### src/ssd_pkg.sv
package ssd_pkg;

  localparam int STRING_DEPTH = 32;
  localparam int DIGIT_COUNT  = 4;  // banks follow digits: must be a power of two

  localparam int DIGIT_BITS = $clog2(DIGIT_COUNT);
  localparam int BANK_DEPTH = STRING_DEPTH / DIGIT_COUNT;
  localparam int BANK_AW    = $clog2(BANK_DEPTH);
  localparam int LEN_W      = $clog2(STRING_DEPTH + 1);
  localparam int POS_W      = 8;
  localparam int IDX_W      = POS_W + 1;
  localparam int POINT_W    = 7;

  localparam logic [1:0] CMD_LOAD    = 2'd0;
  localparam logic [1:0] CMD_MUX     = 2'd1;
  localparam logic [1:0] CMD_SHIFT   = 2'd2;
  localparam logic [1:0] CMD_RESTART = 2'd3;

  localparam logic signed [POINT_W-1:0] POINT_NONE = -7'sd5;
  localparam logic [7:0] DOT_CHAR    = 8'h2E;
  localparam logic [7:0] TABLE_FIRST = 8'h2D;
  localparam int         TABLE_SIZE  = 52;
  localparam logic [7:0] TABLE_END   = 8'(TABLE_FIRST + TABLE_SIZE);
  localparam logic [7:0] DP_BIT      = 8'h80;

  // segments A..G in bits 6..0; entries run from '-' to '`'
  localparam logic [6:0] GLYPHS [TABLE_SIZE] = '{
    7'h01, 7'h00, 7'h00,
    7'h7E, 7'h30, 7'h6D, 7'h79, 7'h33, 7'h5B, 7'h5F, 7'h70, 7'h7F, 7'h7B,
    7'h00, 7'h00, 7'h00, 7'h00, 7'h00, 7'h00, 7'h00,
    7'h77, 7'h7C, 7'h4E, 7'h3D, 7'h4F, 7'h47, 7'h5E, 7'h37, 7'h06,
    7'h3C, 7'h57, 7'h0E, 7'h6A, 7'h15, 7'h7E, 7'h67, 7'h73, 7'h05,
    7'h5B, 7'h0F, 7'h3E, 7'h2A, 7'h7F, 7'h49, 7'h3B, 7'h6D,
    7'h00, 7'h00, 7'h00, 7'h00, 7'h08, 7'h00
  };

  typedef struct packed {
    logic             en;
    logic [LEN_W-1:0] idx;
    logic [7:0]       data;
  } ssd_wr_t;

  typedef struct packed {
    logic             en;
    logic [POS_W-1:0] pos;
    logic [LEN_W-1:0] len;
  } ssd_rd_t;

  function automatic logic [6:0] glyph(input logic [7:0] c);
    logic [7:0] u;
    logic [7:0] off;
    u = (c >= 8'h61 && c <= 8'h7A) ? c - 8'h20 : c;
    off = u - TABLE_FIRST;
    if (u < TABLE_FIRST || u >= TABLE_END) begin
      return '0;
    end
    return GLYPHS[off[5:0]];
  endfunction

endpackage

### src/ssd_ram.sv
module ssd_ram #(
  parameter int WIDTH = 8,
  parameter int DEPTH = 8
) (
  input  logic                     clk,
  input  logic                     we,
  input  logic [$clog2(DEPTH)-1:0] waddr,
  input  logic [WIDTH-1:0]         wdata,
  input  logic                     re,
  input  logic [$clog2(DEPTH)-1:0] raddr,
  output logic [WIDTH-1:0]         rdata
);

  logic [WIDTH-1:0] mem [DEPTH];

  always_ff @(posedge clk) begin
    if (we) begin
      mem[waddr] <= wdata;
    end
    if (re) begin
      rdata <= mem[raddr];
    end
  end

endmodule

### src/ssd_window.sv
// Text store split into one bank per digit, so a window of consecutive
// characters hits every bank once. Read data holds until the next shift.
module ssd_window (
  input  logic                                        clk,
  input  logic                                        rst,
  input  ssd_pkg::ssd_wr_t                            wr,
  input  ssd_pkg::ssd_rd_t                            rd,
  output logic [ssd_pkg::DIGIT_COUNT-1:0][7:0]        win_chars
);
  import ssd_pkg::*;

  logic [DIGIT_COUNT-1:0][7:0]  bank_data;
  logic [DIGIT_COUNT-1:0]       in_range;
  logic [DIGIT_COUNT-1:0]       in_range_next;
  logic [DIGIT_BITS-1:0]        base;

  for (genvar b = 0; b < DIGIT_COUNT; b++) begin : g_bank
    logic [DIGIT_BITS-1:0] offset;
    logic [IDX_W-1:0]      ridx;
    logic                  bank_we;

    assign offset  = DIGIT_BITS'(b) - rd.pos[DIGIT_BITS-1:0];
    assign ridx    = {1'b0, rd.pos} + IDX_W'(offset);
    assign bank_we = wr.en && (wr.idx[DIGIT_BITS-1:0] == DIGIT_BITS'(b));

    ssd_ram #(.WIDTH(8), .DEPTH(BANK_DEPTH)) u_ram (
      .clk   (clk),
      .we    (bank_we),
      .waddr (wr.idx[DIGIT_BITS +: BANK_AW]),
      .wdata (wr.data),
      .re    (rd.en),
      .raddr (ridx[DIGIT_BITS +: BANK_AW]),
      .rdata (bank_data[b])
    );
  end

  always_comb begin
    for (int d = 0; d < DIGIT_COUNT; d++) begin
      in_range_next[d] = ({1'b0, rd.pos} + IDX_W'(d)) < IDX_W'(rd.len);
    end
  end

  always_ff @(posedge clk) begin
    if (rst) begin
      in_range <= '0;
    end else if (rd.en) begin
      in_range <= in_range_next;
    end
  end

  always_ff @(posedge clk) begin
    if (rd.en) begin
      base <= rd.pos[DIGIT_BITS-1:0];
    end
  end

  // places past the end of the text read as zero, which shows blank
  always_comb begin
    for (int d = 0; d < DIGIT_COUNT; d++) begin
      win_chars[d] = in_range[d] ? bank_data[DIGIT_BITS'(base + DIGIT_BITS'(d))] : 8'h00;
    end
  end

endmodule

### src/scrolling_seven_segment_driver.sv
// Scrolling seven-segment driver for a four-digit multiplexed display.
//
// Input channel (in_valid/in_ready) carries one word per command: cmd,
// char_code and last_char. Load words build the text one character at a
// time; the first '.' of a string becomes a decimal point on the character
// before it. Multiplex ticks step the lit digit, shift ticks move the window
// and bounce it at the ends, restart sets position 1 scrolling right to left.
//
// Output channel (out_valid/out_ready) returns one word per input word: the
// drive pattern (digit_enable, segments) as it stands after that command.
//
// An accepted word passes through the input register, then the result
// register. Throughput: one word per cycle while the receiver takes words,
// set by the single state update between the two registers; the banked text
// store gives every digit its own read port, so a window reload does not stall.
// A stalled receiver holds the result word; one more word waits in the input
// register, then in_ready drops. Reset (rst, synchronous) empties both
// registers, blanks the window, sets the text length to zero and turns all digits off.
module scrolling_seven_segment_driver (
  input  logic       clk,
  input  logic       rst,
  input  logic       in_valid,
  output logic       in_ready,
  input  logic [1:0] cmd,
  input  logic [7:0] char_code,
  input  logic       last_char,
  output logic       out_valid,
  input  logic       out_ready,
  output logic [3:0] digit_enable,
  output logic [7:0] segments
);
  import ssd_pkg::*;

  // input register
  logic       s1_valid;
  logic [1:0] s1_cmd;
  logic [7:0] s1_char;
  logic       s1_last;
  logic       advance;

  // block state
  logic [LEN_W-1:0]          text_length, text_length_next;
  logic [LEN_W-1:0]          load_index, load_index_next;
  logic                      dot_seen, dot_seen_next;
  logic signed [POINT_W-1:0] point_position, point_position_next;
  logic [POS_W-1:0]          scroll_position, scroll_position_next;
  logic                      scroll_direction, scroll_direction_next;
  logic [DIGIT_BITS-1:0]     active_digit, active_digit_next;
  logic [3:0]                drive_enable, drive_enable_next;
  logic [7:0]                drive_segments, drive_segments_next;

  ssd_wr_t                     wr;
  ssd_rd_t                     rd;
  logic [DIGIT_COUNT-1:0][7:0] win_chars;

  // scratch for shift and multiplex
  logic [POS_W-1:0]        moved_pos;
  logic signed [IDX_W-1:0] turn_limit;
  logic [IDX_W+0:0]        shown_index;
  logic [7:0]              seg_mux;

  assign advance  = s1_valid && (!out_valid || out_ready);
  assign in_ready = !s1_valid || advance;

  always_ff @(posedge clk) begin
    if (rst) begin
      s1_valid <= 1'b0;
    end else if (in_ready) begin
      s1_valid <= in_valid;
    end
  end

  always_ff @(posedge clk) begin
    if (in_valid && in_ready) begin
      s1_cmd  <= cmd;
      s1_char <= char_code;
      s1_last <= last_char;
    end
  end

  ssd_window u_window (
    .clk       (clk),
    .rst       (rst),
    .wr        (wr),
    .rd        (rd),
    .win_chars (win_chars)
  );

  // shift: move, then turn round at the ends (signed compare against
  // length minus digit count, which goes negative for short text)
  assign moved_pos  = scroll_direction ? scroll_position - 1'b1 : scroll_position + 1'b1;
  assign turn_limit = $signed(IDX_W'(text_length)) - $signed(IDX_W'(DIGIT_COUNT));

  // point lights when its index equals position plus digit; a point at -1
  // or none never matches since the sum stays non-negative
  assign shown_index = (IDX_W + 1)'(scroll_position) + (IDX_W + 1)'(active_digit);

  always_comb begin
    seg_mux = {1'b0, glyph(win_chars[active_digit])};
    if ((IDX_W + 1)'(point_position) == shown_index) begin
      seg_mux = seg_mux | DP_BIT;
    end
  end

  always_comb begin
    text_length_next      = text_length;
    load_index_next       = load_index;
    dot_seen_next         = dot_seen;
    point_position_next   = point_position;
    scroll_position_next  = scroll_position;
    scroll_direction_next = scroll_direction;
    active_digit_next     = active_digit;
    drive_enable_next     = drive_enable;
    drive_segments_next   = drive_segments;
    wr                    = '{en: 1'b0, idx: load_index, data: s1_char};
    rd                    = '{en: 1'b0, pos: moved_pos, len: text_length};

    if (advance) begin
      unique case (s1_cmd)
        CMD_LOAD: begin
          if (load_index == '0 && !dot_seen) begin
            point_position_next = POINT_NONE;
          end
          if (s1_char == DOT_CHAR && !dot_seen) begin
            dot_seen_next       = 1'b1;
            point_position_next = $signed(POINT_W'(load_index)) - 7'sd1;
          end else if (load_index < LEN_W'(STRING_DEPTH)) begin
            wr.en           = 1'b1;
            load_index_next = load_index + 1'b1;
          end
          if (s1_last) begin
            text_length_next = load_index_next;
            load_index_next  = '0;
            dot_seen_next    = 1'b0;
          end
        end
        CMD_MUX: begin
          drive_segments_next = seg_mux;
          drive_enable_next   = 4'(1 << active_digit);
          active_digit_next   = active_digit + 1'b1;
        end
        CMD_SHIFT: begin
          scroll_position_next = moved_pos;
          if ($signed({1'b0, moved_pos}) >= turn_limit) begin
            scroll_direction_next = 1'b1;
          end
          if (moved_pos == '0) begin
            scroll_direction_next = 1'b0;
          end
          rd.en = 1'b1;
        end
        CMD_RESTART: begin
          scroll_position_next  = POS_W'(1);
          scroll_direction_next = 1'b1;
        end
        default: begin
        end
      endcase
    end
  end

  always_ff @(posedge clk) begin
    if (rst) begin
      text_length      <= '0;
      load_index       <= '0;
      dot_seen         <= 1'b0;
      point_position   <= POINT_NONE;
      scroll_position  <= '0;
      scroll_direction <= 1'b0;
      active_digit     <= '0;
      drive_enable     <= '0;
      drive_segments   <= '0;
    end else begin
      text_length      <= text_length_next;
      load_index       <= load_index_next;
      dot_seen         <= dot_seen_next;
      point_position   <= point_position_next;
      scroll_position  <= scroll_position_next;
      scroll_direction <= scroll_direction_next;
      active_digit     <= active_digit_next;
      drive_enable     <= drive_enable_next;
      drive_segments   <= drive_segments_next;
    end
  end

  // result register
  always_ff @(posedge clk) begin
    if (rst) begin
      out_valid <= 1'b0;
    end else if (advance) begin
      out_valid <= 1'b1;
    end else if (out_ready) begin
      out_valid <= 1'b0;
    end
  end

  always_ff @(posedge clk) begin
    if (advance) begin
      digit_enable <= drive_enable_next;
      segments     <= drive_segments_next;
    end
  end

endmodule

### config.mk
export PLATFORM = sky130hd
export DESIGN_NAME = scrolling_seven_segment_driver
export DESIGN_NICKNAME = d
export VERILOG_FILES = /design/src/ssd_pkg.sv /design/src/ssd_ram.sv /design/src/ssd_window.sv /design/src/scrolling_seven_segment_driver.sv
export SDC_FILE = /design/constraint.sdc
export NUM_CORES = 1
export LEC_CHECK = 0
export BUFFER_PORTS_ARGS = -buffer_cell sky130_fd_sc_hd__buf_2
export CAP_MARGIN = 25
export CORE_AREA = 2 2 210 212
export DETAILED_ROUTE_END_ITERATION = 6
export DIE_AREA = 0 0 212 214
export REMOVE_ABC_BUFFERS = 1
export SLEW_MARGIN = 20
export SYNTH_ARGS = -nofsm -noshare
export SYNTH_HDL_FRONTEND = slang
export SYNTH_SLANG_ARGS = --single-unit
### constraint.sdc
create_clock -name clk -period 4.75 [get_ports clk]
set_input_delay 0 -clock clk [delete_from_list [all_inputs] [get_ports clk]]
set_output_delay 0 -clock clk [all_outputs]
set_load 0.005 [all_outputs]
==> results of run 1 <==
[power groups by stage]
stage          sequential (uW)  clock, uW  combinational (uW)
2_1_floorplan             3590          0                 403
3_3_place_gp              3570          0                 617
3_5_place_dp              3580          0                 618
4_1_cts                   3510       2820                 631
5_1_grt                   3510       2940                 686
6_report                  3510       2760                 624
[synth_stat cells (all sizes together), types with 6 or more instances]
cell type  number  area share [%]
mux2           43             2.8
o21bai          7            0.30
nand4           9            0.32
o21a           10            0.43
buf            17            0.50
edfxtp        313              54
a21oi          38             1.1
o22ai          12            0.47
nor2b          21            0.75
clkbuf         40            0.86
xor2           13            0.65
o21ai          31            0.89
nand2b         15            0.54
mux2i          32             1.8
inv            39            0.86
o211ai          6            0.26
and2           16            0.59
mux4           80              10
dfxtp          49             5.6
o221ai          9            0.45
nand2          58             1.3
a22oi          10            0.43
xnor2          33             1.7
a221oi          7            0.35
nor2           93             2.0
a211oi         13            0.56
nor3           19            0.55
nand3          19            0.55
ha             67             4.8
[worst max-delay path, delay by kind of cell (launching register included)]
| family | cells | cell delay, ns |
|---|---|---|
| simple gates | 4 | 0.98 |
| buf+inv | 2 | 0.44 |
| compound gates | 7 | 2.10 |
| flops | 1 | 0.34 |
| fa+ha+maj | 1 | 0.26 |
[how the worst max path moves through the flow]
stage               slack, ns                   end  cells past startpoint          startpoint
floorplan               -0.66  u_window.in_range[2]                     12  scroll_position[0]
finish                   0.46     drive_segments[5]                     14    u_window.base[1]
global route             0.11     drive_segments[5]                     14    u_window.base[1]
global placement         0.46     drive_segments[2]                     13    u_window.base[0]
detailed placement       0.38     drive_segments[5]                     13    u_window.base[0]
CTS                      0.36     drive_segments[5]                     13    u_window.base[0]
[per-stage QoR]
stage | setup TNS [ns] | hold slack [ns]
final | 0 | 0.0995
after global routing | 0 | 0.144
after CTS | 0 | 0.0879
after detailed placement | 0 | 0.178
after global placement | 0 | 0.177
after floorplan | -10.42 | 0.0691
[what timing repair did]
action	4_1_cts	5_1_grt
buffers inserted	0	4
endpoints found under the hold margin	13	0
hold buffers	14	0
endpoints found under the setup margin	0	3
gates resized for setup	0	1
[metal layers]
layer	up-vias	wire length, um	global-route usage [%]
met5	-	0	0
met4	0	955	5.00
met3	60	2000	2.51
met2	256	18800	27.9
met1	5173	18500	26.3
li1	4820	-	-
[sequential cells by signal, summed over array words and instances, names as in the netlist, 2 cells and up]
signal / count
scroll_position: 8
u_window.g_bank.u_ram.rdata: 32
drive_segments: 8
text_length: 6
load_index: 6
drive_enable: 4
s1_char: 8
s1_cmd: 2
u_window.base: 2
u_window.g_bank.u_ram.mem: 256
point_position: 7
active_digit: 2
u_window.in_range: 4
digit_enable: 4
segments: 8
[cell usage in the layout, fill, tap and decap left out, types with 19 or more instances in the layout]
cell         n
clkbuf_16   39
nor3_1      19
nor2_1      93
dfxtp_1     49
mux2i_1     32
buf_4       44
nor2b_1     21
o21ai_0     29
mux2_2      43
nand2_1     58
inv_1       35
edfxtp_1   313
ha_1        67
buf_2       28
nand3_1     19
mux4_2      80
a21oi_1     38
xnor2_1     28
[cell type report]
class                      count  area (um^2)
multi-input combinational    745         6690
tap                          585          732
fill                        3790        23200
clock inverter                21          130
clock buffer                  47         1010
inverter                      39          149
sequential                   362        10400
timing repair buffer          86          611
[logic make-up (layout without fill, tap and decap cells)]
| logic type | count (synthesis) | in the layout | synth area share, % |
|---|---|---|---|
| compound gates | 192 | 192 | 7.83 |
| xor+xnor | 46 | 46 | 2.31 |
| flops | 362 | 362 | 59.6 |
| fa+ha+maj | 69 | 69 | 5.04 |
| buf+inv | 96 | 193 | 2.22 |
| simple gates | 283 | 283 | 8.01 |
| mux | 155 | 155 | 15.0 |
==> reports/metrics.cfg, run 1 <==
[timing]
fin_crit_ns = 4.29
timing_hold_violations_final = 0
min_period_over_period_pct = 90.3
clock_skew_ns = 0.0150
rsz0062_at_grt = false
finalWorstSetupSlack_ns = 0.462
tightest_slew_ns = 1.01
setup_violations = 0
final_max_slew_viol_count = 0
max_freq_mhz = 233
maxSlewHeadroom_pct = 31.9

[critical_path]
crit_chain = buf_4 > nand3b_1 > o221a_2 > a22o_1 > ha_1 > inv_1 > nand2_1 > or4_4 > a221o_1 > o22ai_2 > a2111oi_0 > a211o_1 > a22o_1 > nor2b_1
r2r_start = u_window.base[1]
reg2reg_slack_ns = 0.46
worstPathRequired_ns = 5.13
crit_path_top_delay_cell = or4_4
startpoint_type = flip-flop
r2r_cells = 14
critPathArrivalTime_ns = 4.67
path_class = flip-flop to flip-flop
critPathMaxFanout = 19
crit_path_max_incr_delay_ns = 0.43
crit_top_cell = a22o_1
cp-end-kind = flip-flop
worstReg2RegEnd = drive_segments[5]

[hold_path]
hp-start = rst
hold_depth = 2
hold_path.class = primary input to flip-flop
holdPathEnd = scroll_position[7]

[clocking]
worstSkewPairLatency_ns = 0.54
cts-root-buf = clkbuf_16
cts_tree = yes
cts.sinks = 362
worst_setup_hold_path_clk_slew_ns = 0.06
cts_buffer_depth = 3
cts_htree_levels = 2
cts_inserted_buffers = 39

[route]
dr.pass1.iters = 5
drc = 0
ant_nets = 0
vias_per_cell = 5.47
wire_per_inst_um = 21.4
vias = 10300
totalWireLength_um = 40300
drtIter0Drc = 909

[power]
p_int_uw = 5290
p_leak_uw = 0.00667
power_frac_clock_pct = 40.0
pwr-share-seq_pct = 50.9
combPwrFrac_pct = 9.1
p_total_uw = 6890
power_density_mw_per_mm2 = 350
switchingPower_uw = 1600
swShare_pct = 23.2
irDropWorstVdd_mv = 0.310

[synthesis]
syn_inst = 1203
synth-seq-cells = 362
yosys_warnings = 0
syn_area_mm2 = 0.0174
synth_enable_flop_cells = 313
yosysSeqAreaShare_pct = 59.6
async_flop_share_pct = 0
yosys_most_used_dff = edfxtp_1
ys_types = 76
synth_area_per_cell_um2 = 14.5

[global_routing]
grt_max_degree = 50
antenna_found_initial = 0
grt_overflow = 0
track_usage_pct = 17.9
grt_pass1_vias = 10200
grt_pass1_wl_um = 62300

[die]
initial_core_util_pct = 40.6
core_mm2 = 0.0429
std_cell_rows = 76
die_area_mm2 = 0.0454
die_y_um = 214
io_pins = 29
chipWidth_um = 212

[cells_and_area]
syn2layout_area_growth_pct = 13.1
final_cells = 1885
nNetsFinal = 1357
fin_area_mm2 = 0.0197
antennaDiodeCount = 0
final_core_util_pct = 45.9
drive_gt1_share_pct = 20.7

[status]
status = finished clean

[placement]
dp_slack_ns = 0.377
dpl_cell_area_mm2 = 0.0184
dp.cells = 1799
hpwlAfterDp_um = 26900
io_buffers = 28
routabilityCongestion = 0.837

[flow_run]
maxCapViolations = 0

No activity file was read; power rests on OpenSTA's default activity.
==> run 2: changes to the inputs <==
--- a/config.mk
+++ b/config.mk
@@ -10,2 +10,3 @@
 export CORE_AREA = 2 2 210 212
+export CTS_BUF_LIST = sky130_fd_sc_hd__clkbuf_2 sky130_fd_sc_hd__clkbuf_4 sky130_fd_sc_hd__clkbuf_8
 export DETAILED_ROUTE_END_ITERATION = 6
==> constraint.sdc (replaced) <==
create_clock -name clk -period 4.75 [get_ports clk]
set_input_delay 0.2375 -clock clk [delete_from_list [all_inputs] [get_ports clk]]
set_output_delay 0.2375 -clock clk [all_outputs]
set_load 0.005 [all_outputs]
==> run 2 against run 1 <==
- fmax shrank 0.80%
- clock skew up 0.014 ns
- cell count increased by 2.0%
- combinational power is essentially flat
- global-route usage rose by 0.23 points
- highest routed layer unchanged
- sequential share of layout area shrank 0.15 points
- clock-buffer cell count grew 37
- hold slack gained 0.13 ns
- register-to-register slack got worse by 0.03 ns
- critical path type unchanged
- final area up 0.29%
- largest power group unchanged
==> reports/metrics.cfg, run 2 (synthesized netlist as in run 1, its figures left out) <==
[status]
status = finished clean

[power]
irDropWorstVdd_mv = 0.227  ; -27%
power_frac_clock_pct = 39.9  ; about the same
swShare_pct = 23.5  ; +0.29 points
p_total_uw = 6880  ; about the same
combPwrFrac_pct = 9.1  ; about the same
p_leak_uw = 0.00676  ; +1.3%
p_int_uw = 5260  ; -0.45%
power_density_mw_per_mm2 = 348  ; -0.37%
pwr-share-seq_pct = 51.0  ; about the same
switchingPower_uw = 1620  ; +1.2%

[global_routing]
grt_overflow = 0  ; unchanged
grt_pass1_wl_um = 62700  ; +0.61%
track_usage_pct = 18.2  ; +0.23 points
antenna_found_initial = 0  ; unchanged
grt_max_degree = 50  ; unchanged
grt_pass1_vias = 10400  ; +1.6%

[die]
std_cell_rows = 76  ; unchanged
core_mm2 = 0.0429  ; unchanged
die_area_mm2 = 0.0454  ; unchanged
chipWidth_um = 212  ; unchanged
die_y_um = 214  ; unchanged
io_pins = 29  ; unchanged
initial_core_util_pct = 40.6  ; unchanged

[cells_and_area]
antennaDiodeCount = 0  ; unchanged
reg_top3 = u_window.g_bank.u_ram.mem x256, u_window.g_bank.u_ram.rdata x32
final_core_util_pct = 46.1  ; +0.13 points
final_common_cell = edfxtp_1
final_cell_mix = 313 x edfxtp_1, 93 x nor2_1, 80 x mux4_2
nNetsFinal = 1378  ; +1.5%
final_cells = 1923  ; +2.0%
syn2layout_area_growth_pct = 13.4
largest_register_ffs = 256  ; unchanged
largest-register = u_window.g_bank.u_ram.mem
drive_gt1_share_pct = 23.5  ; +2.8 points

[timing]
max_freq_mhz = 231  ; -0.80%
final_max_slew_viol_count = 0  ; unchanged
setup_tns_ns = 0  ; unchanged
rsz0062_at_grt = false
setup_violations = 0  ; unchanged
finalWorstSetupSlack_ns = 0.427  ; -0.0348 ns
clock_skew_ns = 0.0288  ; +0.0138 ns
fin_crit_ns = 4.32  ; +0.0348 ns
maxSlewHeadroom_pct = 34.0  ; +2.1 points
min_period_over_period_pct = 91.0  ; +0.73 points
tightest_slew_ns = 0.982  ; -0.0312 ns
timing_hold_violations_final = 0  ; unchanged

[placement]
dp.cells = 1799  ; unchanged
hpwlAfterDp_um = 26900  ; unchanged
dp_slack_ns = 0.377  ; unchanged
io_buffers = 28  ; unchanged
routabilityCongestion = 0.837  ; unchanged

[route]
wire_per_inst_um = 21.1  ; -1.3%
vias_per_cell = 5.42  ; -0.83%
vias = 10400  ; +1.2%
drc = 0  ; unchanged
ant_nets = 0  ; unchanged
dr.pass1.iters = 6  ; +1
totalWireLength_um = 40600  ; +0.70%
drtIter0Drc = 810  ; -11%

[clocking]
cts_buffer_depth = 3  ; unchanged
cts.sinks = 362  ; unchanged
worstSkewPairLatency_ns = 0.66  ; +0.12 ns
cts-root-buf = clkbuf_8
worst_setup_hold_path_clk_slew_ns = 0.06  ; about the same
cts_tree = yes
cts_inserted_buffers = 60  ; +54%
cts_htree_levels = 2  ; unchanged

[critical_path]
worstPathRequired_ns = 5.24  ; +0.11 ns
critPathMaxFanout = 19  ; unchanged
startpoint_type = flip-flop
critPathArrivalTime_ns = 4.81  ; +0.14 ns
path_class = flip-flop to flip-flop
cp-end-kind = flip-flop

[hold_path]
hold_path.class = primary input to flip-flop

[flow_run]
maxCapViolations = 0  ; unchanged

==> run 2: changes by cell type in the layout (fill, tap and decap cells not counted), moves of 2 or more <==
cell       change
inv_6          -2
bufinv_16      +2
clkbuf_16     -39
clkbuf_1       -8
clkbuf_4      +23
clkbuf_8      +61
clkinv_8       -2
==> run 2: final timing paths <==
kind,startpoint,endpoint,slack [ns],cells past startpoint
worst max register to register,u_window.base[1],drive_segments[5],0.43,14
worst min register to register,u_window.in_range[1],u_window.in_range[1],0.45,2
worst min-delay path,rst,scroll_position[7],0.23,2
worst max-delay path,u_window.base[1],drive_segments[5],0.43,14
==> run 2: final cells by class <==
class	count	area (um^2)
inverters	39	149
clock inverters	22	181
fillers	3812	23100
clock buffers	84	1010
flip-flops and latches	362	10400
well taps	585	732
multi-input cells	745	6690
repair buffers	86	611
==> run 2: power groups by stage <==
stage	logic [uW]	clock network, uW	registers [uW]
floorplan	403	0	3590
global placement	617	0	3570
detailed placement	618	0	3580
CTS	632	2820	3510
global route	686	2960	3510
finish	625	2750	3510
==> run 2: metal layers <==
metal	up-vias	GRT usage, %	routed length, um
met3	58	2.87	2000
met2	302	27.8	18800
met1	5201	26.2	18800
li1	4869	-	-
met5	-	0	0
met4	0	6.62	1010
==> run 2: metrics by stage <==
step / area (um^2) / hold slack [ns]
detailed placement: 18400 / 0.416
global placement: 18400 / 0.415
floorplan: 17200 / 0.307
global route: 19800 / 0.258
CTS: 19700 / 0.189
finish: 19800 / 0.228
==> run 2: critical path: stages, from the launching register on <==
cell	delay [ns]
edfxtp_1	0.34
buf_4	0.29
nand3b_1	0.33
o221a_2	0.36
a22o_1	0.35
ha_1	0.26
inv_1	0.15
nand2_1	0.10
or4_4	0.43
a221o_1	0.34
o22ai_2	0.40
a2111oi_0	0.15
a211o_1	0.33
a22o_1	0.20
nor2b_1	0.12
==> run 2: repair_timing <==
action | CTS | global route
resized for setup | 0 | 1
setup buffers | 0 | 4
hold endpoints to repair | 13 | 0
hold buffers | 14 | 0
setup endpoints to repair | 0 | 3
==> run 3: changes to the inputs <==
Settings changed: PLACE_DENSITY set to 0.58.
==> run 3 against run 2 <==
- cell count is 0.16% higher
- fmax is 1.5% lower
- clock-buffer cell count is 10 lower
- global-route usage hardly changed
- first-iteration DRC count is 20% lower
- sequential share of layout area is 0.14 points lower
- non-clock buffer count is 3 higher
- setup slack worse by 0.064 ns
- largest cell class unchanged
==> reports/metrics.cfg, run 3 (synthesized netlist as in run 1, its figures left out) <==
[status]
status = finished clean

[power]
irDropWorstVdd_mv = 0.213  ; -6.0%
p_leak_uw = 0.00678  ; +0.34%
p_total_uw = 6950  ; +1.0%
power_density_mw_per_mm2 = 351  ; +0.77%

[critical_path]
critPathMaxFanout = 25  ; +6
crit_top_cell = a22o_1
cp-end-kind = flip-flop
cpLargestDelayFamily = compound AO/OA/AOI/OAI gates
crit_chain = buf_4 > nand3b_1 > o221a_2 > a22o_1 > ha_1 > inv_1 > nand2_1 > or4_4 > a221o_1 > o22ai_2 > a2111oi_0 > a211o_1 > a22o_1 > nor2b_1
crit_buf_inv = 2  ; unchanged
startpoint_type = flip-flop
path_class = flip-flop to flip-flop
critPathArrivalTime_ns = 4.88  ; +0.07 ns
crit_path_top_delay_cell = or4_4
worstPathRequired_ns = 5.24  ; about the same
crit_path_max_incr_delay_ns = 0.44  ; about the same

[die]
core_mm2 = 0.0429  ; unchanged
chipWidth_um = 212  ; unchanged
std_cell_rows = 76  ; unchanged
die_area_mm2 = 0.0454  ; unchanged
die_y_um = 214  ; unchanged
io_pins = 29  ; unchanged
initial_core_util_pct = 40.6  ; unchanged

[placement]
hpwlAfterDp_um = 27000  ; +0.11%
routabilityCongestion = 0.895  ; +6.9%
io_buffers = 28  ; unchanged
dp.cells = 1800  ; +0.056%

[cells_and_area]
largest_register_ffs = 256  ; unchanged
syn2layout_area_growth_pct = 13.7
final_cells = 1926  ; +0.16%
final_core_util_pct = 46.2  ; +0.12 points
regArea_mm2 = 0.0104  ; unchanged
final_cell_mix = 313 x edfxtp_1, 93 x nor2_1, 80 x mux4_2
reg_top3 = u_window.g_bank.u_ram.mem x256, u_window.g_bank.u_ram.rdata x32
multi_input_area_mm2 = 0.00669  ; about the same
nNetsFinal = 1380  ; +0.15%
final_common_cell = edfxtp_1
largest-register = u_window.g_bank.u_ram.mem
fillers = 3792  ; -0.52%
drive_gt1_share_pct = 23.2  ; -0.28 points
antennaDiodeCount = 0  ; unchanged

[timing]
maxSlewHeadroom_pct = 33.6  ; -0.41 points
rsz0062_at_grt = false
whs_ns = 0.242  ; +0.0140 ns
timing_hold_violations_final = 0  ; unchanged
final_max_slew_viol_count = 0  ; unchanged
setup_violations = 0  ; unchanged
max_freq_mhz = 228  ; -1.5%
clock_skew_ns = 0.0215  ; -0.00732 ns
fin_crit_ns = 4.39  ; +0.0640 ns
tightest_slew_ns = 0.992  ; +0.00960 ns
setup_tns_ns = 0  ; unchanged
min_period_over_period_pct = 92.4  ; +1.3 points

[route]
ant_nets = 0  ; unchanged
wire_per_inst_um = 21.2  ; +0.60%
dr.pass1.iters = 5  ; -1
totalWireLength_um = 40900  ; +0.75%
drtIter0Drc = 651  ; -20%
vias = 10500  ; +0.61%
drc = 0  ; unchanged
vias_per_cell = 5.45  ; +0.46%

[global_routing]
antenna_found_initial = 0  ; unchanged
grt_pass1_wl_um = 62700  ; about the same
grt_overflow = 0  ; unchanged
grt_max_degree = 50  ; unchanged
grt_pass1_vias = 10400  ; +0.20%
track_usage_pct = 18.2  ; +0.025 points

[clocking]
cts.sinks = 362  ; unchanged
worstSkewPairLatency_ns = 0.66  ; about the same
cts_tree = yes
cts-root-buf = clkbuf_8
cts_htree_levels = 2  ; unchanged
cts_inserted_buffers = 59  ; -1.7%
worst_setup_hold_path_clk_slew_ns = 0.06  ; about the same
cts_buffer_depth = 3  ; unchanged

[flow_run]
maxCapViolations = 0  ; unchanged

[hold_path]
hold_path.class = primary input to flip-flop

==> run 3: cell count changes in the layout (fill, tap and decap cells not counted), sizes merged <==
cell      before  now
clkbuf        84   74
clkinvlp       2    0
buf           72   75
bufinv         2    5
clkinv        16   27
inv           41   39
==> run 3: area by class of cell <==
class / instances / area share, %
sequential: 362 / 52.4
inverter: 39 / 0.752
clock buffer: 74 / 4.67
tap: 585 / 3.70
multi-input combinational: 745 / 33.8
clock inverter: 32 / 1.47
timing repair buffer: 89 / 3.20
==> run 3: worst register-to-register path, stage by stage, from the launching register on <==
cell,delay (ns)
edfxtp_1,0.36
buf_4,0.36
nand3b_1,0.36
o221a_2,0.36
a22o_1,0.34
ha_1,0.26
inv_1,0.16
nand2_1,0.11
or4_4,0.44
a221o_1,0.35
o22ai_2,0.36
a2111oi_0,0.12
a211o_1,0.32
a22o_1,0.21
nor2b_1,0.13
==> run 3: repair_timing <==
action,in CTS,in global routing
hold buffers,14,0
endpoints found under the hold margin,13,0
setup endpoints to repair,0,1
gates resized for setup,0,0
setup buffers,0,6
==> run 3: path summary, 6_finish.rpt <==
path | start | end | slack (ns) | cells past startpoint
worst max-delay path | u_window.base[1] | drive_segments[5] | 0.36 | 14
worst min-delay path | rst | scroll_position[0] | 0.24 | 2
worst max register to register | u_window.base[1] | drive_segments[5] | 0.36 | 14
worst min register to register | u_window.in_range[1] | u_window.in_range[1] | 0.46 | 2
==> run 3: power by group <==
group	leakage [uW]	internal (uW)	switching (uW)
Combinational	0.00292	288	334
Sequential	0.00323	3490	21.7
Clock	0.000638	1550	1270
Total	0.00678	5330	1630
==> run 3: per-layer routing <==
metal  part of all wire [%]  up-vias  GRT usage [%]
met5                      0        -              0
met4                    2.3        0           5.80
met3                    5.0       60           3.36
met2                     47      262           28.6
met1                     46     5289           25.6
li1                       -     4883              -
==> run 3: per-stage QoR <==
step / setup WS [ns] / area (um^2)
after global placement: 0.456 / 18400
after detailed placement: 0.362 / 18400
final: 0.363 / 19800
after global routing: 0.133 / 19800
after floorplan: -0.658 / 17200
after CTS: 0.340 / 19800
